--- config.mk ---
export PLATFORM = sky130hd
export DESIGN_NAME = flha_ctrl
export DESIGN_NICKNAME = d
export VERILOG_FILES = /design/src/sv/free_list_heap_allocator_core_defines.svh /design/src/sv/flha_pkg.sv /design/src/sv/flha_ctrl.sv
export SDC_FILE = /design/constraint.sdc
export NUM_CORES = 1
export LEC_CHECK = 0
export BUFFER_PORTS_ARGS = -buffer_cell sky130_fd_sc_hd__buf_4
export CAP_MARGIN = 25
export CORE_MARGIN = 5
export CORE_UTILIZATION = 48
export DETAILED_ROUTE_END_ITERATION = 12
export PLACE_DENSITY = 0.76
export SLEW_MARGIN = 10
export SYNTH_ARGS = -nofsm -noshare
export SYNTH_HDL_FRONTEND = slang
export SYNTH_SLANG_ARGS = --single-unit
--- constraint.sdc ---
create_clock -name clk -period 1.4 [get_ports clk]
set_input_delay 0 -clock clk [delete_from_list [all_inputs] [get_ports clk]]
set_output_delay 0 -clock clk [all_outputs]
set_load 0.02 [all_outputs]
--- src/sv/free_list_heap_allocator_core_defines.svh ---
// Assertion macros shared by the allocator core.
`ifndef FREE_LIST_HEAP_ALLOCATOR_CORE_DEFINES_SVH
`define FREE_LIST_HEAP_ALLOCATOR_CORE_DEFINES_SVH

// Same-cycle implication, sampled on clk and held off while rst_n is low.
`define FLHA_ASSERT_NOW(lbl, ante, cons, msg) \
  lbl: assert property (@(posedge clk) disable iff (!rst_n) (ante) |-> (cons)) \
    else $error(msg);

// Next-cycle implication, sampled on clk and held off while rst_n is low.
`define FLHA_ASSERT_NEXT(lbl, ante, cons, msg) \
  lbl: assert property (@(posedge clk) disable iff (!rst_n) (ante) |=> (cons)) \
    else $error(msg);

`endif

--- src/sv/flha_pkg.sv ---
// Shared types, constants and controller/datapath interface of the allocator.
package flha_pkg;

  localparam int ARENA_UNITS = 16384;
  localparam int UNIT_SHIFT  = 4;
  localparam int ADDR_W      = $clog2(ARENA_UNITS);
  localparam int SIZE_W      = ADDR_W + 1;
  localparam int NEED_W      = 33 - UNIT_SHIFT;
  localparam int WALK_LIMIT  = 3 * ARENA_UNITS + 8;
  localparam int STEP_W      = $clog2(WALK_LIMIT + 1);
  localparam int CNT_W       = ADDR_W + 1;
  localparam int GROW_RESET  = 1024;

  typedef logic [ADDR_W-1:0] addr_t;
  typedef logic [SIZE_W-1:0] size_t;
  typedef logic [ADDR_W+1:0] wide_t;
  typedef logic [NEED_W-1:0] need_t;
  typedef logic [NEED_W:0]   sum_t;
  typedef logic [STEP_W-1:0] step_t;
  typedef logic [CNT_W-1:0]  cnt_t;

  typedef enum logic [1:0] {
    FUNC_ALLOC  = 2'd0,
    FUNC_CALLOC = 2'd1,
    FUNC_FREE   = 2'd2,
    FUNC_NONE   = 2'd3
  } func_t;

  typedef struct packed {
    addr_t next;
    size_t size;
  } hdr_t;

  localparam int HDR_W = $bits(hdr_t);

  typedef enum logic [4:0] {
    S_IDLE, S_MUL, S_SETUP,
    S_R_START, S_R_WALK, S_R_B, S_R_Q, S_R_WB, S_R_RDP, S_R_P,
    S_A_RDR, S_A_R, S_A_CHK, S_A_RDN, S_A_N,
    S_G, S_G_W, S_DONE
  } state_t;

  typedef enum logic [4:0] {
    OP_NOP, OP_LOAD, OP_MUL, OP_SETUP,
    OP_REL_START, OP_REL_STEP, OP_REL_FOUND, OP_REL_NOMERGE, OP_REL_MERGE_RD,
    OP_REL_MERGE, OP_REL_WB, OP_REL_RDP, OP_REL_JOIN_P, OP_REL_LINK_P,
    OP_ALLOC_START, OP_ALLOC_FIRST, OP_ALLOC_STEP, OP_ALLOC_EXACT, OP_ALLOC_CARVE,
    OP_ALLOC_RDNEW, OP_ALLOC_TAIL, OP_GROW, OP_GROW_WR, OP_RES_FAIL, OP_PUSH
  } dp_op_t;

  typedef struct packed {
    dp_op_t op;
    logic   count;
  } cmd_t;

  typedef struct packed {
    func_t func;
    logic  free_ok;
    logic  found;
    logic  n_limit;
    logic  merge_next;
    logic  merge_prev;
    logic  fit;
    logic  exact;
    logic  at_rover;
    logic  steps_limit;
    logic  tail_in;
    logic  grow_ok;
    logic  out_busy;
  } stat_t;

endpackage

--- src/sv/flha_ctrl.sv ---
// Controller of the allocator: sequences list walks, merges and growth.
module flha_ctrl (
  input  logic            clk,
  input  logic            rst_n,
  input  logic            in_valid,
  output logic            in_ready,
  input  flha_pkg::stat_t stat,
  output flha_pkg::cmd_t  cmd
);

  flha_pkg::state_t state_r, state_nxt;
  logic             from_grow_r, from_grow_nxt;

  always_ff @(posedge clk) begin
    if (!rst_n) begin
      state_r     <= flha_pkg::S_IDLE;
      from_grow_r <= 1'b0;
    end else begin
      state_r     <= state_nxt;
      from_grow_r <= from_grow_nxt;
    end
  end

  always_comb begin
    state_nxt     = state_r;
    from_grow_nxt = from_grow_r;
    unique case (state_r)
      flha_pkg::S_IDLE:  if (in_valid) state_nxt = flha_pkg::S_MUL;
      flha_pkg::S_MUL:   state_nxt = flha_pkg::S_SETUP;
      flha_pkg::S_SETUP: begin
        from_grow_nxt = 1'b0;
        priority if (stat.func == flha_pkg::FUNC_ALLOC || stat.func == flha_pkg::FUNC_CALLOC)
          state_nxt = flha_pkg::S_A_RDR;
        else if (stat.func == flha_pkg::FUNC_FREE && stat.free_ok)
          state_nxt = flha_pkg::S_R_START;
        else
          state_nxt = flha_pkg::S_DONE;
      end
      flha_pkg::S_R_START: state_nxt = flha_pkg::S_R_WALK;
      flha_pkg::S_R_WALK: begin
        priority if (stat.found) state_nxt = flha_pkg::S_R_B;
        else if (stat.n_limit)   state_nxt = flha_pkg::S_DONE;
        else                     state_nxt = flha_pkg::S_R_WALK;
      end
      flha_pkg::S_R_B:   state_nxt = stat.merge_next ? flha_pkg::S_R_Q : flha_pkg::S_R_WB;
      flha_pkg::S_R_Q:   state_nxt = flha_pkg::S_R_WB;
      flha_pkg::S_R_WB:  state_nxt = flha_pkg::S_R_RDP;
      flha_pkg::S_R_RDP: state_nxt = flha_pkg::S_R_P;
      flha_pkg::S_R_P:   state_nxt = from_grow_r ? flha_pkg::S_A_RDR : flha_pkg::S_DONE;
      flha_pkg::S_A_RDR: state_nxt = flha_pkg::S_A_R;
      flha_pkg::S_A_R: begin
        state_nxt = (from_grow_r && stat.steps_limit) ? flha_pkg::S_DONE : flha_pkg::S_A_CHK;
      end
      flha_pkg::S_A_CHK: begin
        priority if (stat.fit && (stat.exact || !stat.tail_in))
          state_nxt = flha_pkg::S_DONE;
        else if (stat.fit)         state_nxt = flha_pkg::S_A_RDN;
        else if (stat.at_rover)    state_nxt = flha_pkg::S_G;
        else if (stat.steps_limit) state_nxt = flha_pkg::S_DONE;
        else                       state_nxt = flha_pkg::S_A_CHK;
      end
      flha_pkg::S_A_RDN: state_nxt = flha_pkg::S_A_N;
      flha_pkg::S_A_N:   state_nxt = flha_pkg::S_DONE;
      flha_pkg::S_G:     state_nxt = stat.grow_ok ? flha_pkg::S_G_W : flha_pkg::S_DONE;
      flha_pkg::S_G_W: begin
        from_grow_nxt = 1'b1;
        state_nxt     = flha_pkg::S_R_START;
      end
      flha_pkg::S_DONE:  if (!stat.out_busy) state_nxt = flha_pkg::S_IDLE;
      default:           state_nxt = flha_pkg::S_IDLE;
    endcase
  end

  always_comb begin
    cmd.op    = flha_pkg::OP_NOP;
    cmd.count = from_grow_r;
    unique case (state_r)
      flha_pkg::S_IDLE:    if (in_valid) cmd.op = flha_pkg::OP_LOAD;
      flha_pkg::S_MUL:     cmd.op = flha_pkg::OP_MUL;
      flha_pkg::S_SETUP:   cmd.op = flha_pkg::OP_SETUP;
      flha_pkg::S_R_START: cmd.op = flha_pkg::OP_REL_START;
      flha_pkg::S_R_WALK: begin
        // A walk that runs too long fails the allocation that grew the arena.
        priority if (stat.found)             cmd.op = flha_pkg::OP_REL_FOUND;
        else if (stat.n_limit && from_grow_r) cmd.op = flha_pkg::OP_RES_FAIL;
        else if (stat.n_limit)                cmd.op = flha_pkg::OP_NOP;
        else                                  cmd.op = flha_pkg::OP_REL_STEP;
      end
      flha_pkg::S_R_B: begin
        cmd.op = stat.merge_next ? flha_pkg::OP_REL_MERGE_RD : flha_pkg::OP_REL_NOMERGE;
      end
      flha_pkg::S_R_Q:     cmd.op = flha_pkg::OP_REL_MERGE;
      flha_pkg::S_R_WB:    cmd.op = flha_pkg::OP_REL_WB;
      flha_pkg::S_R_RDP:   cmd.op = flha_pkg::OP_REL_RDP;
      flha_pkg::S_R_P: begin
        cmd.op = stat.merge_prev ? flha_pkg::OP_REL_JOIN_P : flha_pkg::OP_REL_LINK_P;
      end
      flha_pkg::S_A_RDR:   cmd.op = flha_pkg::OP_ALLOC_START;
      flha_pkg::S_A_R: begin
        cmd.op = (from_grow_r && stat.steps_limit) ? flha_pkg::OP_RES_FAIL
                                                   : flha_pkg::OP_ALLOC_FIRST;
      end
      flha_pkg::S_A_CHK: begin
        priority if (stat.fit && stat.exact) cmd.op = flha_pkg::OP_ALLOC_EXACT;
        else if (stat.fit)                   cmd.op = flha_pkg::OP_ALLOC_CARVE;
        else if (stat.at_rover)              cmd.op = flha_pkg::OP_NOP;
        else if (stat.steps_limit)           cmd.op = flha_pkg::OP_RES_FAIL;
        else                                 cmd.op = flha_pkg::OP_ALLOC_STEP;
      end
      flha_pkg::S_A_RDN:   cmd.op = flha_pkg::OP_ALLOC_RDNEW;
      flha_pkg::S_A_N:     cmd.op = flha_pkg::OP_ALLOC_TAIL;
      flha_pkg::S_G:       cmd.op = stat.grow_ok ? flha_pkg::OP_GROW : flha_pkg::OP_RES_FAIL;
      flha_pkg::S_G_W:     cmd.op = flha_pkg::OP_GROW_WR;
      flha_pkg::S_DONE:    if (!stat.out_busy) cmd.op = flha_pkg::OP_PUSH;
      default:             cmd.op = flha_pkg::OP_NOP;
    endcase
  end

  assign in_ready = state_r == flha_pkg::S_IDLE;

endmodule

==> impl_table.tex <==
\begin{tabular}{lr}
\hline
Metric & Value \\
\hline
\multicolumn{2}{l}{\textbf{Outcome}} \\
\quad Status & finished, violations left \\
\quad Failing checks & negative setup slack \\
\multicolumn{2}{l}{\textbf{Yosys}} \\
\quad Share of the yosys chip area belonging to registers & 11.8\% \\
\quad Largest area contributor in the netlist & dfxtp\_1 \\
\quad Cell area after synthesis & 1020 um2 \\
\quad Syn Area/Cell & 7.01 um2 \\
\quad Flip-flop and latch count after synthesis & 6 \\
\quad Number of synthesized flops with an enable pin & 0 \\
\quad Warning count from the yosys run & 0 \\
\quad Top\_reg\_cell synth & dfxtp\_1 \\
\quad XOR/XNOR share of the synthesized area & 0.862\% \\
\quad Cells taking the most area after synthesis & dfxtp\_1, a21oi\_1, nor2b\_1, nor2\_1, nand2\_1 \\
\quad Share of the synthesized area in compound gates (AO/OA/AOI/OAI) & 37.3\% \\
\quad Largest family of logic cells by synthesized area & compound AO/OA/AOI/OAI gates \\
\quad Synthesized instance count & 145 \\
\quad Post-Synth Adder-Cell Area & 0.985\% \\
\quad Distinct cells, synth & 51 \\
\quad Share of cell area taken by muxes after synthesis & 1.97\% \\
\quad Simple-gate share of the synthesized area & 36.6\% \\
\quad Proportion of synthesized flip-flops having asynchronous set or reset & 0\% \\
\quad Synth Net Count & 162 \\
\quad Top-area cell type share of the netlist area & 11.8\% \\
\multicolumn{2}{l}{\textbf{Die}} \\
\quad Starting density of the core & 51.3\% \\
\quad Die width & 56.0 um \\
\quad Core area & 1980 um2 \\
\quad Vertical die dimension & 56.0 um \\
\quad Die Footprint & 3140 um2 \\
\quad Row count & 16 \\
\quad IO Pins & 24 \\
\multicolumn{2}{l}{\textbf{Clocking}} \\
\quad Count of hold-fix buffers inserted at cts & 0 \\
\quad Worst skew pair latency & 260 ps \\
\quad H-tree depth reported by CTS & 1 \\
\quad Clock tree from TritonCTS & built \\
\quad Number of sinks on the clock net & 6 \\
\quad Clk pin slew, worst setup/hold paths & 60 ps \\
\quad Number of buffers inserted during clock tree synthesis & 3 \\
\quad Clk Tree Root Cell & clkbuf\_4 \\
\quad Worst-case clock buffer depth & 2 \\
\multicolumn{2}{l}{\textbf{Setup path}} \\
\quad Worst-path fanout max & 8 \\
\quad Flop-to-flop setup slack & -210 ps \\
\quad Critical Path AT & 1710 ps \\
\quad Reg2reg path depth & 6 \\
\quad Reg-to-Reg End & state\_r[0]\$\_SDFFE\_PN0P\_ \\
\quad Category of the critical setup timing path & flip-flop to primary output \\
\quad Critical Path End Type & primary output \\
\quad Worst reg2reg path startpoint & state\_r[2]\$\_SDFFE\_PN0P\_ \\
\quad Required time at the worst-slack endpoint & 1400 ps \\
\quad CP Launch Type & flip-flop \\
\multicolumn{2}{l}{\textbf{Min path}} \\
\quad Hold Path Sink & state\_r[0]\$\_SDFFE\_PN0P\_ \\
\quad Number of cells traversed by the worst hold path & 3 \\
\quad Class of the tightest hold or removal check & input port to flip-flop \\
\quad Worst Hold Launch & rst\_n \\
\multicolumn{2}{l}{\textbf{Cells and area}} \\
\quad Area overhead of the layout relative to synthesis & 76.4\% \\
\quad Share of layout cells above drive strength 1 & 56.7\% \\
\quad Most frequent standard cell in the layout excluding fill and tap cells & buf\_4 \\
\quad Final layout net count & 220 \\
\quad Register Area & 140 um2 \\
\quad Commonest cells after routing, fill and taps aside & buf\_4, buf\_6, a21oi\_1, nand2\_1, nor2\_1 \\
\quad Fillers & 90 \\
\quad Area of combinational cells with multiple inputs & 990 um2 \\
\quad Antenna Cells & 0 \\
\multicolumn{2}{l}{\textbf{Job}} \\
\quad Max-Cap Viols & 0 \\
\multicolumn{2}{l}{\textbf{Detailed routing}} \\
\quad Number of DRC violations after detailed routing & 0 \\
\quad Final ANT Viol Nets & 0 \\
\quad Overall via count from detail\_route & 1592 \\
\quad Total wire length after detailed routing & 5.80 mm \\
\quad Via density & 6.98 \\
\quad Routed wire per std cell & 25.4 um \\
\quad Initial drt markers & 141 \\
\quad Number of search-and-repair iterations in the first detailed-routing pass & 5 \\
\multicolumn{2}{l}{\textbf{Global route}} \\
\quad First-pass GRT wire length & 7.25 mm \\
\quad Number of global-route vias before repair & 1490 \\
\quad Initial antenna violation count & 0 \\
\quad Total routing usage reported by global routing & 28.4\% \\
\quad Global route overflow & 0 \\
\quad Pin count of the biggest net entering global routing & 16 \\
\multicolumn{2}{l}{\textbf{Timing}} \\
\quad Maximum operating frequency & 0.583 GHz \\
\quad Count of final max-slew check failures & 0 \\
\quad Slew Limit Headroom & 68.2\% \\
\quad Post-route minimum period & 1710 ps \\
\quad Post-Route Hold Slack & 16.3 ps \\
\quad Unrepaired setup endpoints after global routing & yes \\
\quad Number of failing hold endpoints at the final stage & 0 \\
\quad Slew of the pin with the lowest slew margin & 477 ps \\
\quad Skew final & 4.31 ps \\
\quad Final worst path period share & 122\% \\
\quad Slack of the critical path & -314 ps \\
\quad Final Setup Violations & 11 \\
\multicolumn{2}{l}{\textbf{Place}} \\
\quad HPWL Detailed & 2.92 mm \\
\quad Final weighted congestion of routability-driven global placement & 0.954 \\
\quad Pre-CTS worst setup slack & -153 ps \\
\quad IO buf count & 23 \\
\multicolumn{2}{l}{\textbf{Power}} \\
\quad Power density over the cells & 1940 nW/um2 \\
\quad Cell leakage power & 0.736 nW \\
\quad Overall Power & 3.48 mW \\
\quad Largest voltage drop on the vdd net & 0.00170 V \\
\hline
\end{tabular}
critical path: stages (launching register included):
cell and delay, ps:
dfxtp_4 410, buf_4 150, nor4bb_2 300, o21ai_1 140, o41a_1 170, o211ai_1 110
buf_4 160
registers in the layout, indices dropped and copies added (netlist names):
register / flops
state_r: 5
from_grow_r: 1
synthesized netlist by cell type (2+ instances only):
| library cell | n |
|---|---|
| a211o_1 | 2 |
| a21o_1 | 4 |
| a21oi_1 | 13 |
| a31oi_1 | 2 |
| and2_1 | 3 |
| buf_2 | 7 |
| buf_4 | 3 |
| buf_6 | 2 |
| dfxtp_1 | 6 |
| inv_1 | 6 |
| mux2i_1 | 2 |
| nand2_1 | 10 |
| nand2b_1 | 3 |
| nand3_1 | 4 |
| nor2_1 | 12 |
| nor2b_1 | 10 |
| nor3_1 | 6 |
| nor3b_1 | 3 |
| nor4bb_1 | 2 |
| o211ai_1 | 2 |
| o21ai_0 | 6 |
| o22ai_1 | 2 |
| o31ai_1 | 2 |
| o41a_1 | 2 |
| or3_1 | 5 |
where the power goes:
group / switching (mW) / internal, mW / total [mW]
registers: 0.101 / 0.245 / 0.346
logic: 1.49 / 1.46 / 2.95
clock network: 0.0854 / 0.0985 / 0.184
total: 1.68 / 1.80 / 3.48
logic make-up after synthesis:
logic type | Yosys count
fa+ha+maj | 1
flops | 6
compound gates | 50
buf+inv | 19
simple gates | 66
mux | 2
xor+xnor | 1
stage by stage:
stage | instance area (um2) | utilization (%) | std cells | setup TNS, ps
after floorplan | 1040 | - | 145 | 0
after global placement | 1410 | 71.0 | 214 | -522
after detailed placement | 1410 | 71.0 | 214 | -848
after CTS | 1620 | 81.9 | 223 | -1370
after global routing | 1790 | 90.4 | 228 | -2600
final | 1790 | 90.4 | 228 | -2180
worst max-delay path by stage:
| stage | startpoint | end | cells after the start |
|---|---|---|---|
| after global routing | state_r[0]$_SDFFE_PN0P_ | cmd[2] | 6 |
| final | state_r[0]$_SDFFE_PN0P_ | cmd[2] | 6 |
| after floorplan | state_r[3]$_SDFFE_PN0P_ | cmd[2] | 5 |
| after global placement | state_r[3]$_SDFFE_PN0P_ | state_r[0]$_SDFFE_PN0P_ | 5 |
| after detailed placement | state_r[2]$_SDFFE_PN0P_ | state_r[3]$_SDFFE_PN0P_ | 5 |
| after CTS | state_r[0]$_SDFFE_PN0P_ | cmd[5] | 6 |
layer usage:
| metal | part of all wire (%) | vias up | GRT usage [%] |
|---|---|---|---|
| met5 | 0 | - | 0 |
| met4 | 7.3 | 0 | 16.3 |
| met3 | 11 | 53 | 6.73 |
| met2 | 47 | 153 | 47.4 |
| met1 | 35 | 733 | 32.7 |
| li1 | - | 653 | - |
final cells by class:
type	instances	share of cell area, %
repair buffers	66	32.5
clock buffers	3	1.26
flip-flops and latches	6	7.82
well taps	27	1.89
inverters	6	1.26
multi-input cells	120	55.2
what timing repair did:
item / 4_1_cts / 5_1_grt
buffers inserted: 7 / 5
resized for setup: 46 / 28
endpoints found under the setup margin: 11 / 12
pin swaps: 21 / 13
No activity file was read; power rests on OpenSTA's default activity.
